File: src/gbn_pkg.sv
package gbn_pkg;

  // Frame index width and sizes of the counters carried in result beats
  localparam int unsigned IDX_W     = 16;
  localparam int unsigned WIN_W     = 6;
  localparam int unsigned TIMEOUT_W = 16;
  localparam int unsigned TIMER_W   = 17;
  localparam int unsigned XMIT_W    = 32;
  localparam int unsigned TOCNT_W   = 16;
  localparam int unsigned CFG_IDX_W = 2;
  localparam int unsigned CFG_DATA_W = 16;

  // Largest window the sender keeps outstanding
  localparam int unsigned GBN_MAX_WINDOW = 32;

  // Register values after reset
  localparam logic [WIN_W-1:0]     WINDOW_RST  = WIN_W'(4);
  localparam logic [TIMEOUT_W-1:0] TIMEOUT_RST = TIMEOUT_W'(200);
  localparam logic [IDX_W-1:0]     TOTAL_RST   = '0;

  // Configuration register indexes
  typedef enum logic [CFG_IDX_W-1:0] {
    CFG_WINDOW_SIZE   = 2'd0,
    CFG_TIMEOUT_TICKS = 2'd1,
    CFG_FRAME_TOTAL   = 2'd2
  } cfg_idx_t;

  // Input event kinds
  typedef enum logic {
    FUNC_TICK = 1'b0,
    FUNC_ACK  = 1'b1
  } func_t;

  // Result beat kinds
  typedef enum logic [1:0] {
    KIND_NEW    = 2'd0,
    KIND_RESEND = 2'd1,
    KIND_STATUS = 2'd2,
    KIND_EOF    = 2'd3
  } kind_t;

  // Sequencer states
  typedef enum logic [2:0] {
    S_IDLE,
    S_SEND,
    S_CHECK,
    S_RESEND,
    S_STATUS
  } state_t;

endpackage

File: src/gbn_ifs.sv
interface gbn_in_if;
  logic                      valid;
  logic                      ready;
  logic                      func;
  logic [gbn_pkg::IDX_W-1:0] ack_number;
  logic                      ack_check_ok;

  modport source (output valid, func, ack_number, ack_check_ok, input ready);
  modport sink   (input valid, func, ack_number, ack_check_ok, output ready);
endinterface

interface gbn_out_if;
  logic                        valid;
  logic                        ready;
  logic [1:0]                  item_kind;
  logic [gbn_pkg::IDX_W-1:0]   frame_index;
  logic [gbn_pkg::IDX_W-1:0]   window_base;
  logic [gbn_pkg::IDX_W-1:0]   next_to_send;
  logic [gbn_pkg::IDX_W-1:0]   newly_acked;
  logic [gbn_pkg::XMIT_W-1:0]  transmit_total;
  logic [gbn_pkg::TOCNT_W-1:0] timeout_total;
  logic                        all_done;
  logic                        last_of_run;

  modport source (output valid, item_kind, frame_index, window_base, next_to_send,
                  newly_acked, transmit_total, timeout_total, all_done, last_of_run,
                  input ready);
  modport sink   (input valid, item_kind, frame_index, window_base, next_to_send,
                  newly_acked, transmit_total, timeout_total, all_done, last_of_run,
                  output ready);
endinterface

File: src/go_back_n_sender_window.sv
// Go-Back-N sender window control. Each input beat is a poll tick or a received
// cumulative ACK; each produces one or more result beats, the final one flagged
// by last_of_run. An ACK, or a tick that only ends the transfer or finds it
// already finished, is accepted and then yields its single beat. A tick that
// sends is accepted and then yields one new frame beat after another, ending
// on the last one when the timer does not expire. When the window is resent, or
// nothing new is sent, the send pass ends on an idle step and the timeout check
// follows before the resend beats; a tick that sends and resends nothing ends on
// one status beat. The input is not ready meanwhile. The single sequencer emits
// one beat per cycle through the result register while the sink is ready, and
// a beat waits while the sink holds ready low.
// Configuration is to be written through cfg_we/cfg_index/cfg_wdata while idle;
// the user is bound by this, and the block itself does not enforce it.
module go_back_n_sender_window #(
  parameter int unsigned MAX_WINDOW = gbn_pkg::GBN_MAX_WINDOW
) (
  input  logic                             clk,
  input  logic                             rst_n,
  input  logic                             cfg_we,
  input  logic [gbn_pkg::CFG_IDX_W-1:0]    cfg_index,
  input  logic [gbn_pkg::CFG_DATA_W-1:0]   cfg_wdata,
  gbn_in_if.sink                           in_if,
  gbn_out_if.source                        out_if
);
  import gbn_pkg::*;

  localparam logic [WIN_W-1:0] WIN_CAP = WIN_W'(MAX_WINDOW);
  localparam logic [TIMER_W-1:0] TIMER_MAX = '1;

  // Configuration registers
  logic [WIN_W-1:0]     window_r;
  logic [TIMEOUT_W-1:0] timeout_r;
  logic [IDX_W-1:0]     total_r;

  // Window state
  state_t               state_r, state_nxt;
  logic [IDX_W-1:0]     base_r, base_nxt;
  logic [IDX_W-1:0]     next_r, next_nxt;
  logic [TIMER_W-1:0]   timer_r, timer_nxt;
  logic                 finished_r, finished_nxt;
  logic [XMIT_W-1:0]    xmit_r, xmit_nxt;
  logic [TOCNT_W-1:0]   tocnt_r, tocnt_nxt;
  logic [IDX_W-1:0]     res_idx_r, res_idx_nxt;
  logic [IDX_W-1:0]     acked_r, acked_nxt;
  kind_t                kind_r, kind_nxt;

  // Result register
  logic                 out_valid_r;
  kind_t                o_kind_r;
  logic [IDX_W-1:0]     o_frame_r, o_base_r, o_next_r, o_acked_r;
  logic [XMIT_W-1:0]    o_xmit_r;
  logic [TOCNT_W-1:0]   o_tocnt_r;
  logic                 o_done_r, o_last_r;

  // Beat produced by the sequencer this cycle
  logic                 emit;
  kind_t                e_kind;
  logic [IDX_W-1:0]     e_frame;
  logic [IDX_W-1:0]     e_acked;
  logic                 e_last;

  logic                 in_fire, out_free;
  logic [WIN_W-1:0]     win_eff;
  logic [IDX_W:0]       win_limit;
  logic [IDX_W-1:0]     next_inc;
  logic                 can_send, more_after;
  logic [TIMER_W-1:0]   timer_after;
  logic                 to_after, timed_out;
  logic [XMIT_W-1:0]    xmit_inc;
  logic                 ack_good;

  assign in_if.ready = (state_r == S_IDLE);
  assign in_fire     = in_if.valid && in_if.ready;
  assign out_free    = !out_valid_r || out_if.ready;

  // Window limit and lookahead for the send loop
  assign win_eff     = (window_r > WIN_CAP) ? WIN_CAP : window_r;
  assign win_limit   = {1'b0, base_r} + {{(IDX_W+1-WIN_W){1'b0}}, win_eff};
  assign next_inc    = next_r + IDX_W'(1);
  assign can_send    = ({1'b0, next_r} < win_limit) && (next_r < total_r);
  assign more_after  = ({1'b0, next_inc} < win_limit) && (next_inc < total_r);
  assign timer_after = (base_r == next_r) ? '0 : timer_r;
  assign to_after    = timer_after > {{(TIMER_W-TIMEOUT_W){1'b0}}, timeout_r};
  assign timed_out   = timer_r > {{(TIMER_W-TIMEOUT_W){1'b0}}, timeout_r};
  assign xmit_inc    = (xmit_r == '1) ? xmit_r : xmit_r + XMIT_W'(1);
  assign ack_good    = !finished_r && in_if.ack_check_ok &&
                       (in_if.ack_number > base_r) && (in_if.ack_number <= total_r);

  // Sequencer: next state, window updates and the beat to emit
  always_comb begin
    state_nxt    = state_r;
    base_nxt     = base_r;
    next_nxt     = next_r;
    timer_nxt    = timer_r;
    finished_nxt = finished_r;
    xmit_nxt     = xmit_r;
    tocnt_nxt    = tocnt_r;
    res_idx_nxt  = res_idx_r;
    acked_nxt    = acked_r;
    kind_nxt     = kind_r;
    emit         = 1'b0;
    e_kind       = KIND_STATUS;
    e_frame      = '0;
    e_acked      = '0;
    e_last       = 1'b0;

    unique case (state_r)
      S_IDLE: begin
        if (in_fire) begin
          acked_nxt = '0;
          kind_nxt  = KIND_STATUS;
          priority if (in_if.func == FUNC_ACK) begin
            // take a good cumulative ACK, pull next up behind base
            if (ack_good) begin
              acked_nxt = in_if.ack_number - base_r;
              base_nxt  = in_if.ack_number;
              if (next_r < in_if.ack_number) begin
                next_nxt = in_if.ack_number;
              end
            end
            state_nxt = S_STATUS;
          end else if (finished_r) begin
            state_nxt = S_STATUS;
          end else if (base_r >= total_r) begin
            finished_nxt = 1'b1;
            kind_nxt     = KIND_EOF;
            state_nxt    = S_STATUS;
          end else begin
            // advance the retransmit timer, then fill the window
            if (timer_r != TIMER_MAX) begin
              timer_nxt = timer_r + TIMER_W'(1);
            end
            state_nxt = S_SEND;
          end
        end
      end

      S_SEND: begin
        if (!can_send) begin
          state_nxt = S_CHECK;
        end else if (out_free) begin
          emit      = 1'b1;
          e_kind    = KIND_NEW;
          e_frame   = next_r;
          e_last    = !more_after && !to_after;
          xmit_nxt  = xmit_inc;
          timer_nxt = timer_after;
          next_nxt  = next_inc;
          if (e_last) begin
            state_nxt = S_IDLE;
          end
        end
      end

      S_CHECK: begin
        // count a timeout and resend the outstanding frames
        if (timed_out) begin
          tocnt_nxt = (tocnt_r == '1) ? tocnt_r : tocnt_r + TOCNT_W'(1);
          timer_nxt = '0;
          if (next_r > base_r) begin
            res_idx_nxt = base_r;
            state_nxt   = S_RESEND;
          end else begin
            state_nxt = S_STATUS;
          end
        end else begin
          state_nxt = S_STATUS;
        end
      end

      S_RESEND: begin
        if (out_free) begin
          emit        = 1'b1;
          e_kind      = KIND_RESEND;
          e_frame     = res_idx_r;
          e_last      = (res_idx_r + IDX_W'(1)) == next_r;
          xmit_nxt    = xmit_inc;
          res_idx_nxt = res_idx_r + IDX_W'(1);
          if (e_last) begin
            state_nxt = S_IDLE;
          end
        end
      end

      S_STATUS: begin
        if (out_free) begin
          emit      = 1'b1;
          e_kind    = kind_r;
          e_acked   = acked_r;
          e_last    = 1'b1;
          state_nxt = S_IDLE;
        end
      end

      default: state_nxt = S_IDLE;
    endcase
  end

  // Hold configuration and control state
  always_ff @(posedge clk) begin
    if (!rst_n) begin
      window_r    <= WINDOW_RST;
      timeout_r   <= TIMEOUT_RST;
      total_r     <= TOTAL_RST;
      state_r     <= S_IDLE;
      base_r      <= '0;
      next_r      <= '0;
      timer_r     <= '0;
      finished_r  <= 1'b0;
      xmit_r      <= '0;
      tocnt_r     <= '0;
      out_valid_r <= 1'b0;
    end else begin
      if (cfg_we) begin
        unique case (cfg_idx_t'(cfg_index))
          CFG_WINDOW_SIZE:   window_r  <= cfg_wdata[WIN_W-1:0];
          CFG_TIMEOUT_TICKS: timeout_r <= cfg_wdata[TIMEOUT_W-1:0];
          CFG_FRAME_TOTAL:   total_r   <= cfg_wdata[IDX_W-1:0];
          default: ;
        endcase
      end
      state_r    <= state_nxt;
      base_r     <= base_nxt;
      next_r     <= next_nxt;
      timer_r    <= timer_nxt;
      finished_r <= finished_nxt;
      xmit_r     <= xmit_nxt;
      tocnt_r    <= tocnt_nxt;
      if (emit) begin
        out_valid_r <= 1'b1;
      end else if (out_if.ready) begin
        out_valid_r <= 1'b0;
      end
    end
  end

  // Hold per-run scratch values
  always_ff @(posedge clk) begin
    res_idx_r <= res_idx_nxt;
    acked_r   <= acked_nxt;
    kind_r    <= kind_nxt;
  end

  // Load the result register with the state after this beat
  always_ff @(posedge clk) begin
    if (emit) begin
      o_kind_r  <= e_kind;
      o_frame_r <= e_frame;
      o_base_r  <= base_nxt;
      o_next_r  <= next_nxt;
      o_acked_r <= e_acked;
      o_xmit_r  <= xmit_nxt;
      o_tocnt_r <= tocnt_nxt;
      o_done_r  <= finished_nxt;
      o_last_r  <= e_last;
    end
  end

  assign out_if.valid          = out_valid_r;
  assign out_if.item_kind      = o_kind_r;
  assign out_if.frame_index    = o_frame_r;
  assign out_if.window_base    = o_base_r;
  assign out_if.next_to_send   = o_next_r;
  assign out_if.newly_acked    = o_acked_r;
  assign out_if.transmit_total = o_xmit_r;
  assign out_if.timeout_total  = o_tocnt_r;
  assign out_if.all_done       = o_done_r;
  assign out_if.last_of_run    = o_last_r;

endmodule

File: src/flat_wrapper.sv
// flat-port wrapper written by rule: the top's interface ports become plain ports
module go_back_n_sender_window_flat import gbn_pkg::*;
#(
  parameter int unsigned MAX_WINDOW = gbn_pkg::GBN_MAX_WINDOW
)
  (clk, rst_n, cfg_we, cfg_index, cfg_wdata, in_if_valid, in_if_func, in_if_ack_number, in_if_ack_check_ok, in_if_ready, out_if_valid, out_if_item_kind, out_if_frame_index, out_if_window_base, out_if_next_to_send, out_if_newly_acked, out_if_transmit_total, out_if_timeout_total, out_if_all_done, out_if_last_of_run, out_if_ready);
  gbn_in_if in_if_i ();
  gbn_out_if out_if_i ();
  input  logic clk;
  input  logic rst_n;
  input  logic cfg_we;
  input  logic [gbn_pkg::CFG_IDX_W-1:0] cfg_index;
  input  logic [gbn_pkg::CFG_DATA_W-1:0] cfg_wdata;
  input wire logic [$bits(in_if_i.valid)-1:0] in_if_valid;
  input wire logic [$bits(in_if_i.func)-1:0] in_if_func;
  input wire logic [$bits(in_if_i.ack_number)-1:0] in_if_ack_number;
  input wire logic [$bits(in_if_i.ack_check_ok)-1:0] in_if_ack_check_ok;
  output wire logic [$bits(in_if_i.ready)-1:0] in_if_ready;
  output wire logic [$bits(out_if_i.valid)-1:0] out_if_valid;
  output wire logic [$bits(out_if_i.item_kind)-1:0] out_if_item_kind;
  output wire logic [$bits(out_if_i.frame_index)-1:0] out_if_frame_index;
  output wire logic [$bits(out_if_i.window_base)-1:0] out_if_window_base;
  output wire logic [$bits(out_if_i.next_to_send)-1:0] out_if_next_to_send;
  output wire logic [$bits(out_if_i.newly_acked)-1:0] out_if_newly_acked;
  output wire logic [$bits(out_if_i.transmit_total)-1:0] out_if_transmit_total;
  output wire logic [$bits(out_if_i.timeout_total)-1:0] out_if_timeout_total;
  output wire logic [$bits(out_if_i.all_done)-1:0] out_if_all_done;
  output wire logic [$bits(out_if_i.last_of_run)-1:0] out_if_last_of_run;
  input wire logic [$bits(out_if_i.ready)-1:0] out_if_ready;
  assign in_if_i.valid = in_if_valid;
  assign in_if_i.func = in_if_func;
  assign in_if_i.ack_number = in_if_ack_number;
  assign in_if_i.ack_check_ok = in_if_ack_check_ok;
  assign in_if_ready = in_if_i.ready;
  assign out_if_valid = out_if_i.valid;
  assign out_if_item_kind = out_if_i.item_kind;
  assign out_if_frame_index = out_if_i.frame_index;
  assign out_if_window_base = out_if_i.window_base;
  assign out_if_next_to_send = out_if_i.next_to_send;
  assign out_if_newly_acked = out_if_i.newly_acked;
  assign out_if_transmit_total = out_if_i.transmit_total;
  assign out_if_timeout_total = out_if_i.timeout_total;
  assign out_if_all_done = out_if_i.all_done;
  assign out_if_last_of_run = out_if_i.last_of_run;
  assign out_if_i.ready = out_if_ready;
  go_back_n_sender_window #(.MAX_WINDOW(MAX_WINDOW)) u_core (.clk(clk), .rst_n(rst_n), .cfg_we(cfg_we), .cfg_index(cfg_index), .cfg_wdata(cfg_wdata), .in_if(in_if_i), .out_if(out_if_i));
endmodule
File: config.mk
export PLATFORM = sky130hd
export DESIGN_NAME = go_back_n_sender_window_flat
export DESIGN_NICKNAME = d
export VERILOG_FILES = /design/src/gbn_pkg.sv /design/src/gbn_ifs.sv /design/src/go_back_n_sender_window.sv /design/src/flat_wrapper.sv
export SDC_FILE = /design/constraint.sdc
export NUM_CORES = 1
export LEC_CHECK = 0
export BUFFER_PORTS_ARGS = -buffer_cell sky130_fd_sc_hd__buf_2
export CAP_MARGIN = 20
export CELL_PAD_IN_SITES_DETAIL_PLACEMENT = 0
export CELL_PAD_IN_SITES_GLOBAL_PLACEMENT = 1
export CORE_ASPECT_RATIO = 2
export CORE_MARGIN = 2
export CORE_UTILIZATION = 30
export DETAILED_ROUTE_END_ITERATION = 7
export HOLD_SLACK_MARGIN = 0.02
export PLACE_DENSITY_LB_ADDON = 0.1
export SETUP_SLACK_MARGIN = 0.1
export SLEW_MARGIN = 40
export SYNTH_ARGS = -nofsm -noshare
export SYNTH_HDL_FRONTEND = slang
export SYNTH_SLANG_ARGS = --single-unit
File: constraint.sdc
create_clock -name clk -period 9.2 [get_ports clk]
set_clock_uncertainty 0.2 [all_clocks]
set_input_delay 0.46 -clock clk [delete_from_list [all_inputs] [get_ports clk]]
set_output_delay 0.46 -clock clk [all_outputs]
set_load 0.02 [all_outputs]
# Yosys cells after proc, flatten, opt, wreduce, memory -nomap -nowiden
# Cells that the tools add are included.
# W data, S select, Z words.
# word_totals
ff_bits	290
elab_cells	165
inputBits	41
# op_classes
magnitude_cmp	12
reduce_logical	28
add_sub_neg	7
eq_ne	25
mux	70
# op_table
op	n
$mux W16	19
$mux W17	9
$mux W32	3
$pmux W16 S2	3
$pmux W32 S2	1
$pmux W17 S3	1
$add A16 B1 Y16 const B	3
$lt A16 B16 Y1	3
$mux W3	12
$gt A17 B16 Y1	2
$lt A16 B17 Y1	2
$add A32 B1 Y32 const B	1
$eq A16 B16 Y1	2
$eq A32 B32 Y1 const B	1
$gt A16 B16 Y1	2
$add A16 B6 Y17	1
$add A17 B1 Y17 const B	1
$ne A17 B17 Y1 const B	1
$eq A16 B16 Y1 const B	1
$ge A16 B16 Y1	1
$le A16 B16 Y1	1
$sub A16 B16 Y16	1
$pmux W3 S5	1
$ne A2 B1 Y1 const B	7
27 further kinds	63

# Depth between registers and ports, before layout
# Gate-level depths: netlist (run 1).
# depth
word_depth	11
depth_mapped	21
ltp_nobuf	19

# Worst setup path before layout (run 1)
# Ideal clock, no wire load.
# synth_path
path_type	reg2reg
from	register u_core.out_valid_r, in the netlist u_core.out_if.valid
to	register u_core.o_done_r, in the netlist u_core.out_if.all_done, enable pin
stages_incl_launch_ff	4
arrival_ns	8.819
setup_slack_ns	-0.570
synth_period_minus_slack_ns	9.770
cell_sequence	dfxtp_1 > nor2b_1 > clkbuf_1 > o21ai_0
# synth_between
elab_chain_cells	5
# synth_rtl
item	line_no	rtl
start, declared	go_back_n_sender_window.sv:48	logic out_valid_r;
start signal, assigned	go_back_n_sender_window.sv:212	out_valid_r <= 1'b0;
start signal, assigned	go_back_n_sender_window.sv:230	out_valid_r <= 1'b1;
start signal, assigned	go_back_n_sender_window.sv:232	out_valid_r <= 1'b0;
$logic_not A1 Y1 *	go_back_n_sender_window.sv:74	assign out_free = !out_valid_r || out_if.ready;
$logic_or A1 B1 Y1 *	go_back_n_sender_window.sv:74	
$mux W1 *	go_back_n_sender_window.sv:141, go_back_n_sender_window.sv:172, go_back_n_sender_window.sv:186	
$mux W1	go_back_n_sender_window.sv:139	if (!can_send) begin
$pmux W1 S2 *	go_back_n_sender_window.sv:107	unique case (state_r)
net u_core.emit	go_back_n_sender_window.sv:56	logic emit;
end signal, assigned	go_back_n_sender_window.sv:254	o_done_r <= finished_nxt;
end, declared	go_back_n_sender_window.sv:53	logic o_done_r, o_last_r;
# The timed path passes the listed nets; every way through them passes the cells marked *.
# A chain may end at the register's enable or synchronous reset.

# Worst setup path after layout (run 1)
# layout_path
from	register u_core.window_r[5]
to	register u_core.o_xmit_r[26], in the netlist u_core.out_if.transmit_total[26], data pin
# layout_between
elab_chain_cells	7
# layout_rtl
item	line_no	rtl
start, declared	go_back_n_sender_window.sv:31	logic [WIN_W-1:0] window_r;
start signal, assigned	go_back_n_sender_window.sv:216	CFG_WINDOW_SIZE: window_r <= cfg_wdata[WIN_W-1:0];
$gt A6 B6 Y1	go_back_n_sender_window.sv:77	assign win_eff = (window_r > WIN_CAP) ? WIN_CAP : window_r;
$mux W6 *	go_back_n_sender_window.sv:77	
$add A16 B6 Y17 *	go_back_n_sender_window.sv:78	assign win_limit = {1'b0, base_r} + {{(IDX_W+1-WIN_W){1'b0}}, win_eff};
$lt A16 B17 Y1 *	go_back_n_sender_window.sv:80	assign can_send = ({1'b0, next_r} < win_limit) && (next_r < total_r);
$logic_and A1 B1 Y1 *	go_back_n_sender_window.sv:80	
$mux W32 *	go_back_n_sender_window.sv:139	
$pmux W32 S2 *	go_back_n_sender_window.sv:107	
net u_core.xmit_nxt[26]	go_back_n_sender_window.sv:41	logic [XMIT_W-1:0] xmit_r, xmit_nxt;
end signal, assigned	go_back_n_sender_window.sv:252	o_xmit_r <= xmit_nxt;
end, declared	go_back_n_sender_window.sv:51	logic [XMIT_W-1:0] o_xmit_r;
# Marks and branches as above.

==> impl_metrics.json, run 1 <==
{
  "syn_area_um2": 17800,
  "synth_edf_count": 149,
  "clkSinkCount": 289,
  "post-route-period-util": 0.609,
  "die_y_um": 349,
  "drtIter0Drc": 825,
  "critPathCaptureType": "flop",
  "p_leak_nw": 8.28,
  "dieArea_um2": 61500,
  "syn-num-nets": 2117,
  "first_pass_iters": 5,
  "max_freq_mhz": 178,
  "routed_wl_mm": 69.3,
  "areaGrowthSynthToFinish_pct": 16.2,
  "drc": 0,
  "n_antenna_cell": 0,
  "rsz0062_at_grt": "no",
  "cp-start-kind": "flop",
  "cp_slowest_cell": "nor4_1",
  "routabilityCongestion": 0.899,
  "timing_hold_violations_final": 0,
  "cts_tree": "yes",
  "grt_pass1_wl_mm": 101,
  "wl_per_cell_um": 24.5,
  "rr_endpoint": "u_core.out_if.transmit_total[26]",
  "root_buffer": "clkbuf_16",
  "avgSynthCellArea_um2": 9.43,
  "ys_types": 74,
  "critPathMaxFanout": 38,
  "cts_made_buffers": 31,
  "track_usage": 0.225,
  "min_path_type": "in -> reg",
  "start_util": 0.303,
  "power_density_nw_per_um2": 164,
  "ys_seq_elements": 289,
  "dpl.hpwl_mm": 54.4,
  "vias_per_cell": 5.25,
  "synthCells": 1890,
  "status": "finished, final reports clean",
  "relSlewSlack": 0.428,
  "ys_seq_area_frac": 0.408,
  "ioPinCount": 159,
  "crit_type": "reg -> reg",
  "cts-htree-levels": 1,
  "path_common_cell": "a21oi_1",
  "cts.path.max_buffers": 3,
  "die_x_um": 176,
  "grt_antenna_before_repair": 2,
  "setup_viol": 0,
  "grt_max_degree": 117,
  "crit_required_ns": 9.32,
  "clk_pin_slew_ns": 0.06,
  "cap_violations": 0,
  "timing.rr.start": "u_core.window_r[5]",
  "crit_path_max_incr_delay_ns": 0.62,
  "synth_flop_cell": "edfxtp_1",
  "fin_crit_ns": 5.61,
  "numPortBuffers": 158,
  "grt_pass1_vias": 15200,
  "reg2reg_depth": 20,
  "maxSlewViolCount": 0,
  "post_cts_resized": 0,
  "tightest_slew_ns": 0.859,
  "yosysWarnings": 0,
  "crit_end": "u_core.out_if.transmit_total[26]",
  "crit_path_start": "u_core.window_r[5]",
  "clkLatencyLatePin_ns": 0.60,
  "rrSetupSlack_ns": 3.59,
  "ir_drop_uv": 127,
  "crit_chain": "nor2b_1 -> ha_1 -> a21o_1 -> a21oi_1 -> o21bai_1 -> a21oi_1 -> nor2b_1 -> o211ai_1 -> nor4_1 -> xnor2_1 -> ha_1 -> a21oi_1 -> nand2_1 -> a221oi_1 -> o211ai_1 -> nand2_1 -> a31oi_2 -> buf_4 -> nor4_1 -> xnor2_1",
  "cp.arrival_ns": 5.73,
  "ant_nets": 0,
  "coreArea_um2": 58800,
  "vias": 14900,
  "num_rows": 126,
  "fin_tns_setup_ns": 0,
  "synthArstFlopShare": 0,
  "fillers": 6102,
  "finalNonFillerCells": 2835,
  "overflow": 0,
  "drive_gt1_frac": 0.130,
  "dp_cells": 2762,
  "nets": 2270
}
-- layer usage --
metal	vias up	track usage	share of wire
met4	4	0.146	0.072
met2	369	0.441	0.55
li1	7197	-	-
met5	-	0	0.00030
met1	7174	0.219	0.35
met3	146	0.0211	0.030
-- worst max-delay path, delay by kind of cell, from the launching register on --
kind,cells,cell delay (ns)
compound gates,9,2.09
fa+ha+maj,2,0.60
xor+xnor,2,0.44
buf+inv,1,0.31
flops,1,0.45
simple gates,6,1.23
-- worst min-delay path by stage --
stage	start	end	cells after the start
floorplan	u_core.window_r[2]	u_core.window_r[2]	2
global placement	u_core.xmit_r[26]	u_core.xmit_r[26]	2
detailed placement	u_core.total_r[7]	u_core.total_r[7]	2
CTS	cfg_index[1]	u_core.window_r[2]	4
global route	cfg_index[1]	u_core.window_r[2]	4
finish	cfg_index[1]	u_core.window_r[2]	4
-- area by class of cell --
class,count,area (um2),area share
well taps,768,961,0.0464
inverters,95,362,0.0175
flip-flops and latches,289,7280,0.352
clock inverters,12,130,0.00629
repair buffers,202,1180,0.0569
clock buffers,45,900,0.0435
multi-input cells,1424,9890,0.478
-- synth_stat cells (26+ instances only) --
library cell,n,share of area
nand2_1,219,0.046
ha_1,184,0.13
edfxtp_1,149,0.25
dfxtp_1,140,0.16
a21oi_1,120,0.034
inv_1,94,0.020
nand3_1,85,0.024
nor2_1,79,0.017
and2_1,71,0.025
o21ai_0,71,0.020
clkbuf_1,65,0.014
xnor2_1,58,0.029
mux2i_1,55,0.031
nor3_1,44,0.012
nand4_1,43,0.015
xor2_1,41,0.020
nand2b_1,33,0.012
a21o_1,26,0.011
nor4_1,26,0.0091
-- cells in the final DEF, fill, tap and decap left out, types with 7 or more instances in the layout --
master | netlist | routed
nor2b_1 | 23 | 23
dlygate4sd3_1 | 0 | 16
nand3_1 | 85 | 85
o21ai_0 | 71 | 69
and4_1 | 7 | 7
inv_1 | 94 | 93
a21o_1 | 26 | 26
clkbuf_1 | 65 | 8
nand2_1 | 219 | 219
a31oi_1 | 22 | 21
xnor2_1 | 58 | 58
and3_1 | 19 | 19
nand2b_1 | 33 | 33
nor2_1 | 79 | 77
clkbuf_16 | 0 | 32
or3_1 | 16 | 16
edfxtp_1 | 149 | 149
and2_1 | 71 | 71
xor2_1 | 41 | 41
a21oi_1 | 120 | 120
or4_1 | 8 | 8
a221oi_1 | 7 | 7
nand4_1 | 43 | 43
or2_2 | 12 | 12
nor3_1 | 44 | 43
a22o_1 | 9 | 9
o211ai_1 | 23 | 23
buf_2 | 6 | 158
dfxtp_1 | 140 | 140
ha_1 | 184 | 184
mux2_2 | 7 | 7
nor4_1 | 26 | 25
a211oi_1 | 10 | 10
a22oi_1 | 9 | 9
o21a_1 | 10 | 10
buf_4 | 2 | 26
o31ai_1 | 9 | 8
mux2i_1 | 55 | 55
-- where the power goes --
part	internal [mW]	switching, mW
Combinational	0.174	0.435
Sequential	1.46	0.0341
Clock	0.736	0.565
Total	2.37	1.03
-- timing repair --
| item | in CTS | in global routing |
|---|---|---|
| endpoints found under the hold margin | 38 | 0 |
| hold buffers | 16 | 0 |
| endpoints found under the setup margin | 0 | 0 |
| buffers inserted | 0 | 0 |
-- cells by family after synthesis --
group / Yosys count / synth area share
buf+inv: 177 / 0.0401
mux: 62 / 0.0353
xor+xnor: 100 / 0.0499
simple gates: 700 / 0.199
flops: 289 / 0.408
fa+ha+maj: 186 / 0.131
compound gates: 376 / 0.136
-- through the flow --
stage                     cell area (um2)  utilization  power (mW)  hold slack (ns)  setup slack (ns)
final                               20700        0.352        3.40            0.111              3.59
after global routing                20700        0.352        3.53            0.120              3.21
after CTS                           20700        0.352        3.46           0.0702              3.57
after detailed placement            19500        0.332        2.13            0.247              3.59
after global placement              19500        0.331        2.13            0.244              3.54
after floorplan                     17800            -        1.89            0.233              1.20
Power figures use the tool's default switching activity.
==> run 2: changes to the inputs <==
==> constraint.sdc (replaced) <==
create_clock -name clk -period 4.7 [get_ports clk]
set_clock_uncertainty 0.2 [all_clocks]
set_input_delay 0.235 -clock clk [delete_from_list [all_inputs] [get_ports clk]]
set_output_delay 0.235 -clock clk [all_outputs]
set_load 0.02 [all_outputs]
==> impl_metrics.json, run 2 (same netlist as run 1, synthesis figures left out) <==
{
  "status": "finished, final reports clean",
  "grt_use_met2": 0.452,
  "root_buffer": "clkbuf_16",
  "track_usage": 0.227,
  "min_path_type": "in -> reg",
  "nets": 2474,
  "grt_pass1_wl_mm": 103,
  "setup_viol": 0,
  "final_common_cell": "nand2_1",
  "crit_type": "reg -> reg",
  "final_cell_area_um2": 23600,
  "final_cell_mix": "nand2_1 (209), ha_1 (180), buf_4 (161)",
  "tightest_slew_ns": 0.929,
  "critPathCaptureType": "flop",
  "placed_area_um2": 20600,
  "overflow": 0,
  "num_rows": 126,
  "max_freq_mhz": 215,
  "routed_wl_mm": 71.0,
  "drc": 0,
  "top_usage_layer": "met2",
  "start_util": 0.303,
  "cts_tree": "yes",
  "clkLatencyLatePin_ns": 0.62,
  "coreArea_um2": 58800,
  "timing_hold_violations_final": 0,
  "ioPinCount": 159,
  "numPortBuffers": 158,
  "crit_required_ns": 4.82,
  "power_density_nw_per_um2": 308,
  "cap_violations": 0,
  "die_x_um": 176,
  "cts-htree-levels": 1,
  "clk_pin_slew_ns": 0.08,
  "multi_input_area_um2": 10700,
  "dieArea_um2": 61500,
  "p_leak_nw": 9.68,
  "cts_made_buffers": 30,
  "met1_usage": 0.211,
  "fin_crit_ns": 4.66,
  "drtIter0Drc": 748,
  "maxSlewViolCount": 0,
  "routabilityCongestion": 0.915,
  "crit_path_max_incr_delay_ns": 0.37,
  "regArea_um2": 7280,
  "vias_per_cell": 5.16,
  "hold_ws_ns": 0.0685,
  "ant_nets": 0,
  "cp-start-kind": "flop",
  "worst-path-buf-inv": 6,
  "met3_usage": 0.0241,
  "grt_max_degree": 67,
  "relSlewSlack": 0.379,
  "wl_per_cell_um": 23.4,
  "first_pass_iters": 5,
  "vias": 15700,
  "post-route-period-util": 0.991,
  "die_y_um": 349,
  "cp.arrival_ns": 4.78,
  "drive_gt1_frac": 0.256,
  "clkSinkCount": 289,
  "grt_antenna_before_repair": 1,
  "grt_pass1_vias": 16000,
  "ir_drop_uv": 269,
  "critPathMaxFanout": 7,
  "areaGrowthSynthToFinish_pct": 32.6,
  "cts.path.max_buffers": 3,
  "dpl.hpwl_mm": 54.8,
  "fillers": 5900,
  "rsz0062_at_grt": "yes",
  "cp_slowest_cell": "dfxtp_4",
  "crit_chain": "nor2b_1 -> ha_2 -> inv_1 -> fa_2 -> nor2b_1 -> o31a_1 -> o31ai_2 -> buf_4 -> nor3_2 -> xnor2_1 -> ha_1 -> nand3_1 -> nand2_1 -> a221oi_2 -> o211ai_1 -> a21o_1 -> buf_6 -> nor2_4 -> nor2_4 -> o21ai_4 -> buf_12 -> buf_4 -> buf_12",
  "cp_top_family": "compound AO/OA/AOI/OAI gates"
}
## run 2: changes by cell type in the layout (fill, tap and decap cells not counted), sizes merged
cell         delta
bufinv          +6
inv             -1
dlygate4sd3    +21
diode           +1
clkbuf          -5
buf           +176
clkinv          +6
clkinvlp        +1
## run 2: metal layers
metal  routed length, um  share of wire
met1               24000           0.34
met3                1970          0.028
met5                   0              0
met4                5190          0.073
met2               39900           0.56
## run 2: path summary, 6_finish.rpt
| kind | from | end | slack [ns] | depth (start not counted) |
|---|---|---|---|---|
| max | u_core.window_r[5] | u_core.out_if.newly_acked[1] | 0.04 | 23 |
| min | in_if_ack_number[4] | u_core.acked_r[4] | 0.07 | 4 |
| max reg2reg | u_core.window_r[5] | u_core.out_if.newly_acked[1] | 0.04 | 23 |
| min reg2reg | u_core.total_r[1] | u_core.total_r[1] | 0.26 | 2 |
## run 2: layout make-up
type / count / share of cell area
inverters: 95 / 0.0153
flip-flops and latches: 289 / 0.308
repair buffers: 407 / 0.137
diodes: 1 / 0.000106
multi-input cells: 1424 / 0.451
clock buffers: 32 / 0.0321
well taps: 768 / 0.0407
clock inverters: 24 / 0.0146
## run 2: timing repair
item                                    4_1_cts  5_1_grt
pin swaps                                    22       51
hold endpoints to repair                     94        0
gates resized for setup                      48      160
setup buffers                                17       24
gates cloned                                  5       10
hold buffers                                 37        0
endpoints found under the setup margin      240      245
## run 2: worst min-delay path, stage by stage
cell and delay, ns:
buf_2 0.12, ha_1 0.23, xnor2_1 0.09, nor2_1 0.08
## run 2: through the flow
stage	utilization	setup TNS (ns)	setup WS (ns)	total power, mW	instances
floorplan	-	-24.48	-0.211	3.68	1890
global placement	0.350	-4.76	-0.192	4.26	2895
detailed placement	0.350	-16.15	-0.278	4.26	2895
CTS	0.384	-0.416	-0.0200	7.22	3010
global route	0.402	-11.66	-0.124	7.58	3039
finish	0.402	0	0.0400	7.28	3040
## run 2: power breakdown
part / switching (mW) / internal [mW]
Clock: 1.16 / 1.61
Sequential: 0.0670 / 2.84
Combinational: 0.964 / 0.637
